`src/biou_pkg.sv`:
```
`default_nettype none

package biou_pkg;

  localparam int CoordW = 16;
  // Double-scale axis overlap never exceeds twice the smaller size.
  localparam int OvW    = 17;
  localparam int AreaW  = 2 * CoordW;
  localparam int InterW = 2 * OvW;
  // Four times the sum of both areas.
  localparam int UnionW = AreaW + 3;
  localparam int RemW   = UnionW + 1;
  localparam int IouW   = 17;
  localparam int NumCells = IouW;
  // Input register, product stage, union stage, the cells, output register.
  localparam int Latency = NumCells + 4;
  localparam logic [IouW-1:0] IouOne = IouW'(1) << (IouW - 1);

  typedef struct packed {
    logic [CoordW-1:0] a_x;
    logic [CoordW-1:0] a_y;
    logic [CoordW-1:0] a_w;
    logic [CoordW-1:0] a_h;
    logic [CoordW-1:0] b_x;
    logic [CoordW-1:0] b_y;
    logic [CoordW-1:0] b_w;
    logic [CoordW-1:0] b_h;
  } biou_in_t;

  typedef struct packed {
    logic [IouW-1:0] iou;
    logic            empty_union;
  } biou_out_t;

  // What travels from one divider cell to the next.
  typedef struct packed {
    logic              vld;
    logic [RemW-1:0]   rem;
    logic [UnionW-1:0] den;
    logic [IouW-1:0]   quo;
    logic              empty;
  } biou_cell_t;

endpackage

`default_nettype wire

```
`src/biou_front.sv`:
```
`default_nettype none

module biou_front
  import biou_pkg::*;
(
  input  wire logic       clk,
  input  wire logic       rst_n,
  input  wire logic       in_vld,
  input  wire biou_in_t   in_box,
  output biou_cell_t      cell_out
);

  function automatic logic [OvW-1:0] axis_ov(input logic [CoordW-1:0] c1,
                                             input logic [CoordW-1:0] s1,
                                             input logic [CoordW-1:0] c2,
                                             input logic [CoordW-1:0] s2);
    logic signed [19:0] l1;
    logic signed [19:0] l2;
    logic signed [19:0] r1;
    logic signed [19:0] r2;
    logic signed [19:0] lmax;
    logic signed [19:0] rmin;
    logic signed [19:0] ov;
    l1 = $signed({3'b000, c1, 1'b0}) - $signed({4'b0000, s1});
    l2 = $signed({3'b000, c2, 1'b0}) - $signed({4'b0000, s2});
    r1 = $signed({3'b000, c1, 1'b0}) + $signed({4'b0000, s1});
    r2 = $signed({3'b000, c2, 1'b0}) + $signed({4'b0000, s2});
    lmax = (l1 > l2) ? l1 : l2;
    rmin = (r1 < r2) ? r1 : r2;
    ov = rmin - lmax;
    // A non-positive overlap on one axis zeroes the product downstream.
    return (ov > 20'sd0) ? ov[OvW-1:0] : '0;
  endfunction

  logic              vld1_r, vld1_nxt;
  logic [OvW-1:0]    ow1_r, ow1_nxt;
  logic [OvW-1:0]    oh1_r, oh1_nxt;
  logic [CoordW-1:0] aw1_r, ah1_r, bw1_r, bh1_r;

  logic              vld2_r;
  logic [InterW-1:0] inter2_r, inter2_nxt;
  logic [AreaW-1:0]  areaa2_r, areaa2_nxt;
  logic [AreaW-1:0]  areab2_r, areab2_nxt;

  biou_cell_t        cell_r, cell_nxt;
  logic [UnionW-1:0] sum4;

  always_comb begin
    vld1_nxt = in_vld;
    ow1_nxt  = axis_ov(in_box.a_x, in_box.a_w, in_box.b_x, in_box.b_w);
    oh1_nxt  = axis_ov(in_box.a_y, in_box.a_h, in_box.b_y, in_box.b_h);
  end

  always_comb begin
    inter2_nxt = ow1_r * oh1_r;
    areaa2_nxt = aw1_r * ah1_r;
    areab2_nxt = bw1_r * bh1_r;
  end

  always_comb begin
    sum4 = {1'b0, areaa2_r, 2'b00} + {1'b0, areab2_r, 2'b00};
    cell_nxt.vld = vld2_r;
    cell_nxt.den = (sum4 >= UnionW'(inter2_r)) ? (sum4 - UnionW'(inter2_r)) : '0;
    cell_nxt.rem = RemW'(inter2_r);
    cell_nxt.quo = '0;
    cell_nxt.empty = (cell_nxt.den == '0);
  end

  always_ff @(posedge clk) begin
    if (!rst_n) begin
      vld1_r     <= 1'b0;
      vld2_r     <= 1'b0;
      cell_r.vld <= 1'b0;
    end else begin
      vld1_r     <= vld1_nxt;
      vld2_r     <= vld1_r;
      cell_r.vld <= cell_nxt.vld;
    end
    cell_r.rem   <= cell_nxt.rem;
    cell_r.den   <= cell_nxt.den;
    cell_r.quo   <= cell_nxt.quo;
    cell_r.empty <= cell_nxt.empty;
  end

  always_ff @(posedge clk) begin
    ow1_r        <= ow1_nxt;
    oh1_r        <= oh1_nxt;
    aw1_r        <= in_box.a_w;
    ah1_r        <= in_box.a_h;
    bw1_r        <= in_box.b_w;
    bh1_r        <= in_box.b_h;
    inter2_r     <= inter2_nxt;
    areaa2_r     <= areaa2_nxt;
    areab2_r     <= areab2_nxt;
  end

  assign cell_out = cell_r;

endmodule

`default_nettype wire

```
`src/biou_div_cell.sv`:
```
`default_nettype none

module biou_div_cell
  import biou_pkg::*;
(
  input  wire logic       clk,
  input  wire logic       rst_n,
  input  wire biou_cell_t cell_in,
  output biou_cell_t      cell_out
);

  biou_cell_t      cell_r, cell_nxt;
  logic            ge;
  logic [RemW-1:0] rem_sel;

  // One restoring step: the remainder entering is always below twice the divisor.
  always_comb begin
    ge       = (cell_in.rem >= RemW'(cell_in.den));
    rem_sel  = ge ? (cell_in.rem - RemW'(cell_in.den)) : cell_in.rem;
    cell_nxt = cell_in;
    cell_nxt.rem = {rem_sel[RemW-2:0], 1'b0};
    cell_nxt.quo = {cell_in.quo[IouW-2:0], ge};
  end

  always_ff @(posedge clk) begin
    if (!rst_n) begin
      cell_r.vld <= 1'b0;
    end else begin
      cell_r.vld <= cell_nxt.vld;
    end
    cell_r.rem   <= cell_nxt.rem;
    cell_r.den   <= cell_nxt.den;
    cell_r.quo   <= cell_nxt.quo;
    cell_r.empty <= cell_nxt.empty;
  end

  assign cell_out = cell_r;

endmodule

`default_nettype wire

```
`src/box_iou_ratio.sv`:
```
// Intersection over union of two boxes given by center and size.
// A request carries both boxes (in_box) and is taken at each clock edge where
// start is high; busy stays low, so a new pair may be issued every cycle.
// Each request produces exactly one result on out_res, shown for a single
// cycle with out_valid high. Results come out in request order.
// A request passes, in order, an input register with the edge and overlap
// logic, a product stage for the three areas, a stage that forms the union,
// one divider cell per quotient bit (17 cells, each a 36-bit compare and
// subtract), and the output register. Throughput is one pair per cycle.
// iou is floor(intersection * 65536 / union), where 65536 means 1.0. When
// the union area is zero, iou is 0 and empty_union is set.
// Synchronous reset clears all valid bits, so requests in flight are dropped
// and out_valid is low until a new request has passed the pipeline.
// The receiver cannot stall; it must take each result in its cycle.
`default_nettype none

module box_iou_ratio
  import biou_pkg::*;
(
  input  wire logic     clk,
  input  wire logic     rst_n,
  input  wire logic     start,
  output logic          busy,
  input  wire biou_in_t in_box,
  output logic          out_valid,
  output biou_out_t     out_res
);

  biou_cell_t chain [NumCells+1];

  logic       out_valid_r, out_valid_nxt;
  biou_out_t  out_res_r, out_res_nxt;

  assign busy = 1'b0;

  biou_front u_front (
    .clk      (clk),
    .rst_n    (rst_n),
    .in_vld   (start && !busy),
    .in_box   (in_box),
    .cell_out (chain[0])
  );

  for (genvar i = 0; i < NumCells; i++) begin : g_cell
    biou_div_cell u_cell (
      .clk      (clk),
      .rst_n    (rst_n),
      .cell_in  (chain[i]),
      .cell_out (chain[i+1])
    );
  end

  always_comb begin
    out_valid_nxt = chain[NumCells].vld;
    out_res_nxt.empty_union = chain[NumCells].empty;
    if (chain[NumCells].empty) begin
      out_res_nxt.iou = '0;
    end else if (chain[NumCells].quo > IouOne) begin
      out_res_nxt.iou = IouOne;
    end else begin
      out_res_nxt.iou = chain[NumCells].quo;
    end
  end

  always_ff @(posedge clk) begin
    if (!rst_n) begin
      out_valid_r <= 1'b0;
    end else begin
      out_valid_r <= out_valid_nxt;
    end
  end

  always_ff @(posedge clk) begin
    out_res_r <= out_res_nxt;
  end

  assign out_valid = out_valid_r;
  assign out_res   = out_res_r;

  a_latency_fwd: assert property (@(posedge clk) disable iff (!rst_n)
    (start && !busy) |-> ##Latency out_valid)
    else $error("request did not produce a result after the pipeline latency");

  a_latency_back: assert property (@(posedge clk) disable iff (!rst_n)
    out_valid |-> $past(start && !busy, Latency))
    else $error("result appeared without a matching request");

  a_empty_zero: assert property (@(posedge clk) disable iff (!rst_n)
    (out_valid && out_res.empty_union) |-> (out_res.iou == '0))
    else $error("empty union with nonzero iou");

endmodule

`default_nettype wire
```
`config.mk`:
```
export PLATFORM = sky130hd
export DESIGN_NAME = box_iou_ratio
export DESIGN_NICKNAME = d
export VERILOG_FILES = /design/src/biou_pkg.sv /design/src/biou_front.sv /design/src/biou_div_cell.sv /design/src/box_iou_ratio.sv
export SDC_FILE = /design/constraint.sdc
export NUM_CORES = 2
export LEC_CHECK = 0
export CORE_UTILIZATION = 59
export DETAILED_ROUTE_END_ITERATION = 10
export DONT_BUFFER_PORTS = 1
export GPL_TIMING_DRIVEN = 0
export HOLD_SLACK_MARGIN = 0.12
export PLACE_DENSITY = 0.78
export SETUP_SLACK_MARGIN = 0.3
export SLEW_MARGIN = 20
export SYNTH_ARGS = -nofsm -noshare
export SYNTH_HDL_FRONTEND = slang
export SYNTH_SLANG_ARGS = --single-unit
```
`constraint.sdc`:
```
create_clock -name clk -period 9.8 [get_ports clk]
set_input_delay 2.45 -clock clk [delete_from_list [all_inputs] [get_ports clk]]
set_output_delay 2.45 -clock clk [all_outputs]
set_load 0.05 [all_outputs]
```
# After elaboration in Yosys (flattened, before gate mapping)
# Index checks and enable logic that the tools add are counted.
dict set report op_classes {
  addsub 28
  multipliers 3
  n_lt_le_gt_ge 25
  n_mux 22
  reduce_logical 2
}
# operator n
set ops {}
lappend ops {{36-bit by 35-bit >= comparator with 1-bit output} 16}
lappend ops {{35-bit two-way mux} 16}
lappend ops {{35-bit subtractor} 15}
lappend ops {{20-bit two-way mux} 4}
lappend ops {{17-bit by 16-bit adder with 18-bit output} 4}
lappend ops {{17-bit by 16-bit subtractor with 18-bit output} 4}
lappend ops {{16-bit by 16-bit multiplier with 32-bit output} 2}
lappend ops {{20-bit by 1-bit > comparator with 1-bit output (second input constant)} 2}
lappend ops {{20-bit > comparator} 2}
lappend ops {{20-bit < comparator} 2}
lappend ops {{20-bit subtractor} 2}
lappend ops {{34-bit by 34-bit adder with 35-bit output} 1}
lappend ops {{34-bit by 35-bit >= comparator with 1-bit output} 1}
lappend ops {{35-bit by 34-bit >= comparator with 1-bit output} 1}
lappend ops {{35-bit logical NOT} 1}
lappend ops {{34-bit by 35-bit subtractor with 35-bit output} 1}
lappend ops {{35-bit by 34-bit subtractor with 35-bit output} 1}
lappend ops {{17-bit by 17-bit multiplier with 34-bit output} 1}
lappend ops {{34-bit two-way mux} 1}
lappend ops {{17-bit > comparator (second input constant)} 1}
lappend ops {{17-bit two-way mux} 1}
lappend ops {{2-bit OR reduction} 1}
dict set report totals {
  ff_bits 1595
  input_bits 131
  word_cells 198
}

# Depth between registers and ports, before layout
dict set report depth {
  ltp_word 5
  mapped_depth 41
  mapped_depth_nobuf 38
}

# Hierarchy
# A second synthesis with hierarchy kept.
dict set report hier_totals {
  hier_cells 13116
  area_unflattened_um2 117529.0
}
# module instances cells_each area_each_um2 seq_area_each_um2
set by_module_without_submodules {}
lappend by_module_without_submodules {{biou_div_cell (g_cell[0].u_cell ...)} 16 463 4212.8 1781.7}
lappend by_module_without_submodules {biou_front 1 5202 44966.9 5385.2}
lappend by_module_without_submodules {{biou_div_cell (g_cell[16].u_cell)} 1 458 4520.6 1781.7}
lappend by_module_without_submodules {box_iou_ratio 1 48 636.9 380.4}

# Least setup slack after synthesis
# No wires, ideal clock.
dict set report synth_path {
  path_type {in2reg}
  start {input port in_box[81] in the netlist's numbering}
  end {register u_front.ow1_r[9]}
  setup_ps 118
  arrival_ps 9779
  t_required_ps 9682
  path_slack_ps -97
  path_stages 33
  path_buffers 2
  cell_sequence {inv_1 fa_1 a21o_1 a21oi_1 nor2_1 o21a_1 o21ai_0 a21oi_1 o31ai_1 a211oi_1 xnor2_1 ha_1 or4_1 a2111oi_0 nor3_1 maj3_1 o21ai_2 buf_1 mux2i_1 fa_1 a211oi_1 nor2_1 o41a_1 a311oi_1 nand2b_1 a211oi_1 a211o_1 xor2_1 nor4_1 and3b_1 nor2_2 buf_2 nor2b_1}
}
dict set report synth_via {
  elab_chain_cells 5
}
# element line_no
set synth_rtl {}
lappend synth_rtl {{from (decl)} box_iou_ratio.sv:24} ;# input wire biou_in_t in_box,
lappend synth_rtl {{17-bit by 16-bit adder with 18-bit output / 17-bit by 16-bit subtractor with 18-bit output (equally long branches)} {biou_front.sv:26, biou_front.sv:24}}
lappend synth_rtl {{20-bit < comparator / 20-bit > comparator (equally long branches)} {biou_front.sv:29, biou_front.sv:28}}
lappend synth_rtl {{20-bit two-way mux, on equally long branches} {biou_front.sv:29, biou_front.sv:28}}
lappend synth_rtl {{20-bit subtractor (*)} biou_front.sv:30} ;# ov = rmin - lmax;
lappend synth_rtl {{20-bit by 1-bit > comparator with 1-bit output} biou_front.sv:32} ;# return (ov > 20'sd0) ? ov[OvW-1:0] : '0;
lappend synth_rtl {{to (signal assigned)} biou_front.sv:86} ;# ow1_r <= ow1_nxt;
lappend synth_rtl {{to (decl)} biou_front.sv:36} ;# logic [OvW-1:0] ow1_r, ow1_nxt;
# Mark *: on every way between the ends. The rest lies on a longest branch, timed or not.
# A chain may end at the register's enable or synchronous reset.

# Final worst setup path
dict set report layout_path {
  start {input port in_box[65] in the netlist's numbering}
  end {register u_front.oh1_r[12]}
}
dict set report layout_via {
  elab_chain_cells 5
}
# element line_no
set layout_rtl {}
lappend layout_rtl {{17-bit by 16-bit adder with 18-bit output / 17-bit by 16-bit subtractor with 18-bit output (equally long branches)} {biou_front.sv:26, biou_front.sv:24}}
lappend layout_rtl {{20-bit < comparator / 20-bit > comparator (equally long branches)} {biou_front.sv:29, biou_front.sv:28}}
lappend layout_rtl {{20-bit two-way mux, on equally long branches} {biou_front.sv:29, biou_front.sv:28}}
lappend layout_rtl {{20-bit subtractor (*)} biou_front.sv:30}
lappend layout_rtl {{20-bit by 1-bit > comparator with 1-bit output} biou_front.sv:32}
lappend layout_rtl {{to (signal assigned)} biou_front.sv:87} ;# oh1_r <= oh1_nxt;
lappend layout_rtl {{to (decl)} biou_front.sv:37} ;# logic [OvW-1:0] oh1_r, oh1_nxt;
# Marks and branches as above.

==> results.sh <==
export IMPL_area_delta_synth_final_pct=9.05
export IMPL_drc=0
export IMPL_wirelength_mm=280
export IMPL_cts_tree="built"
export IMPL_synth_cell_types=92
export IMPL_antenna_found_initial=17
export IMPL_worstRegToRegCells=25
export IMPL_cts_buffer_depth=3
export IMPL_final_cell_mix="inv_1 (1695), dfxtp_1 (1595), ha_1 (1194), nand2_1 (1033), a21oi_1 (781)"
export IMPL_synth_async_sr_flop_share_pct=0
export IMPL_path_class="in -> reg"
export IMPL_clock_sinks=1595
export IMPL_portBuffers=0
export IMPL_r2r_setup_slack_ps=1570
export IMPL_clkLatencyLatePin_ps=830
export IMPL_fin_worst_skew_ps=62.1
export IMPL_root_buffer="clkbuf_16"
export IMPL_whs_path_depth=0
export IMPL_min_path_type="reg -> reg"
export IMPL_ys_seq_area_share_pct=30.1
export IMPL_drt_iter0_drc=6062
export IMPL_ant_nets=0
export IMPL_fin_nets=13946
export IMPL_core_mm2=0.178
export IMPL_synth_avg_cell_area_um2=8.99
export IMPL_syn_instance_count=11785
export IMPL_path_common_cell="ha_1"
export IMPL_cts_hold_buf=0
export IMPL_worstHoldStart="g_cell[4].u_cell.cell_out[1]"
export IMPL_numCtsBuffers=167
export IMPL_r2r_end="u_front.inter2_r[31]"
export IMPL_avgViaCountPerCell=5.72
export IMPL_drv_cap=0
export IMPL_rsz0062_at_grt="false"
export IMPL_synth_area_mm2=0.106
export IMPL_dr_pass1_iters=6
export IMPL_start_util_pct=59.4
export IMPL_fmax_mhz=108
export IMPL_final_core_util_pct=64.7
export IMPL_cpLargestDelayFamily="compound AO/OA/AOI/OAI gates"
export IMPL_setup_worst_path_end_class="flop"
export IMPL_syn_num_nets=13751
export IMPL_num_io_pins=151
export IMPL_crit_slowest_cell="a311o_1"
export IMPL_die_width_um=426
export IMPL_dieArea_mm2=0.181
export IMPL_timing_final_crit_period_ps=9260
export IMPL_place_detailed_hpwl_mm=227
export IMPL_whs_endpoint="g_cell[5].u_cell.cell_out[2]"
export IMPL_routedWlPerCell_um=19.3
export IMPL_drive_gt1_share_pct=5.23
export IMPL_groute_usage_overall_pct=30.5
export IMPL_critPathArrivalTime_ps=9920
export IMPL_cp_max_fo=10
export IMPL_status="completed"
export IMPL_synth_top_flop_cell="dfxtp_1"
export IMPL_r2r_start="u_front.oh1_r[6]"
export IMPL_cts_htree_levels=4
export IMPL_clk_pin_slew_ps=60
export IMPL_critPathRequiredTime_ps=10460
export IMPL_path_buf_inv=6
export IMPL_cpPeakStageDelay_ps=390
export IMPL_grt_max_degree=17
export IMPL_die_h_um=426
export IMPL_hold_viol=0
export IMPL_final_max_slew_viol_count=0
export IMPL_grt_ovfl_total=0
export IMPL_finalCritPeriodShare_pct=94.5
export IMPL_cp_start_kind="input port"
export IMPL_final_cells=14496
export IMPL_relSlewSlack_pct=31.2
export IMPL_final_common_cell="inv_1"
export IMPL_gp_congestion=0.997
export IMPL_rows=155
export IMPL_vias=82904
export IMPL_yosys_warnings=0
export IMPL_place_inst=14140
export IMPL_grt_pass1_wl_mm=440
export IMPL_grt_pass1_vias=83551
export IMPL_synth_edf_count=0
export IMPL_tightest_slew_ps=1030
export IMPL_final_setup_viol_count=0
export IMPL_ys_seq_elements=1595
## layout make-up
type | count | area [um^2]
antenna | 24 | 60.1
buffer | 285 | 1210
clock buffer | 219 | 4690
clock inverter | 87 | 1200
fill | 14598 | 62900
inverter | 1695 | 6360
multi-input combinational | 8210 | 66900
sequential | 1595 | 31900
tap | 2355 | 2950
timing repair buffer | 26 | 216
## flip-flops by register name, indices dropped and copies added (netlist names)
| register | cells |
|---|---|
| u_front.oh1_r | 17 |
| u_front.cell_out | 71 |
| u_front.aw1_r | 16 |
| u_front.bh1_r | 16 |
| u_front.ow1_r | 17 |
| u_front.bw1_r | 16 |
| u_front.vld2_r | 1 |
| out_valid | 1 |
| u_front.areaa2_r | 32 |
| u_front.vld1_r | 1 |
| u_front.areab2_r | 32 |
| u_front.inter2_r | 34 |
| u_front.ah1_r | 16 |
| g_cell.u_cell.cell_out | 1307 |
| out_res | 18 |
## worst register-to-register path, stage by stage (launching register included)
cell and delay [ps]:
dfxtp_1 310, clkbuf_1 560, clkbuf_1 520, nand2_1 160, fa_1 540, inv_1 60, fa_1 540, inv_1 50
fa_1 490, inv_1 50, fa_1 470, inv_1 60, fa_1 580, inv_1 70, fa_1 480, ha_1 370
and3_1 220, and3_1 230, nand3_1 110, nor3_1 80, o41ai_2 690, o31ai_1 280, o41ai_1 620, o21bai_1 120
a21oi_1 190, xnor2_1 270
## cells in the mapped netlist, types with 18 or more instances
| cell | instances | area share, % |
|---|---|---|
| nor2_1 | 621 | 2.2 |
| clkbuf_1 | 236 | 0.84 |
| nand2_1 | 1033 | 3.7 |
| a31oi_1 | 63 | 0.37 |
| o211ai_1 | 40 | 0.28 |
| and4_1 | 29 | 0.24 |
| nor2b_1 | 136 | 0.80 |
| dfxtp_1 | 1595 | 30 |
| o21a_1 | 121 | 0.86 |
| nand3_1 | 135 | 0.64 |
| buf_2 | 31 | 0.15 |
| a21o_1 | 365 | 2.6 |
| o21ai_0 | 523 | 2.5 |
| o21ai_1 | 19 | 0.090 |
| nor3_1 | 156 | 0.74 |
| mux2i_1 | 59 | 0.56 |
| o31ai_1 | 58 | 0.41 |
| and3_1 | 62 | 0.37 |
| fa_1 | 639 | 12 |
| xnor2_1 | 495 | 4.1 |
| a21oi_1 | 795 | 3.8 |
| a221o_1 | 19 | 0.18 |
| o21bai_1 | 146 | 1.0 |
| ha_1 | 1196 | 14 |
| a21boi_0 | 36 | 0.26 |
| inv_1 | 1695 | 6.0 |
| or2_2 | 24 | 0.14 |
| or3_1 | 40 | 0.24 |
| a31o_2 | 18 | 0.15 |
| mux2_2 | 146 | 1.6 |
| a211o_1 | 24 | 0.20 |
| xor2_1 | 259 | 2.1 |
| and2_1 | 375 | 2.2 |
| nand4_1 | 92 | 0.54 |
| nor4_1 | 32 | 0.19 |
| a211oi_1 | 66 | 0.47 |
| nand2b_1 | 122 | 0.72 |
## metrics by stage
stage	hold WS, ps	setup slack [ps]	cell area [um^2]	setup TNS (ps)
5_1_grt	313	193	115000	0
3_3_place_gp	310	-1080	109000	-28500
2_1_floorplan	310	307	106000	0
6_report	313	542	115000	0
4_1_cts	315	320	115000	0
3_5_place_dp	312	-1130	109000	-31100
## cells by family after synthesis
family / share of synthesized area (%)
adders and majority gates: 26.3
muxes: 2.27
and+or+nand+nor: 13.1
buffers and inverters: 7.11
DFF: 30.1
other: 0.00354
AOI/OAI and AO/OA: 14.9
xor gates and xnor gates: 6.26
## per-layer routing
layer | part of all wire (%) | global-route usage [%] | vias to the layer above
li1 | - | - | 39531
met1 | 40 | 37.1 | 39622
met2 | 47 | 51.2 | 2998
met3 | 6.5 | 4.84 | 751
met4 | 6.0 | 17.2 | 2
met5 | 0.0029 | 0 | -
## worst max path at each step
| stage | startpoint | endpoint | slack (ps) | cells after the start |
|---|---|---|---|---|
| floorplan | in_box[81] | u_front.ow1_r[9] | 310 | 36 |
| global placement | in_box[65] | u_front.oh1_r[8] | -1080 | 39 |
| detailed placement | in_box[65] | u_front.oh1_r[8] | -1130 | 39 |
| CTS | in_box[81] | u_front.ow1_r[2] | 320 | 36 |
| global route | in_box[81] | u_front.ow1_r[3] | 190 | 40 |
| finish | in_box[65] | u_front.oh1_r[12] | 540 | 38 |
## timing repair
item	4_1_cts	5_1_grt
gates cloned	0	2
setup endpoints to repair	31	32
resized for setup	19	79
pin swaps	5	37
setup buffers	8	16
hold endpoints to repair	0	0
Power is left out: the tool's default activity adds up to more than one toggle a clock period on the data nets, which glitch-free logic cannot reach.
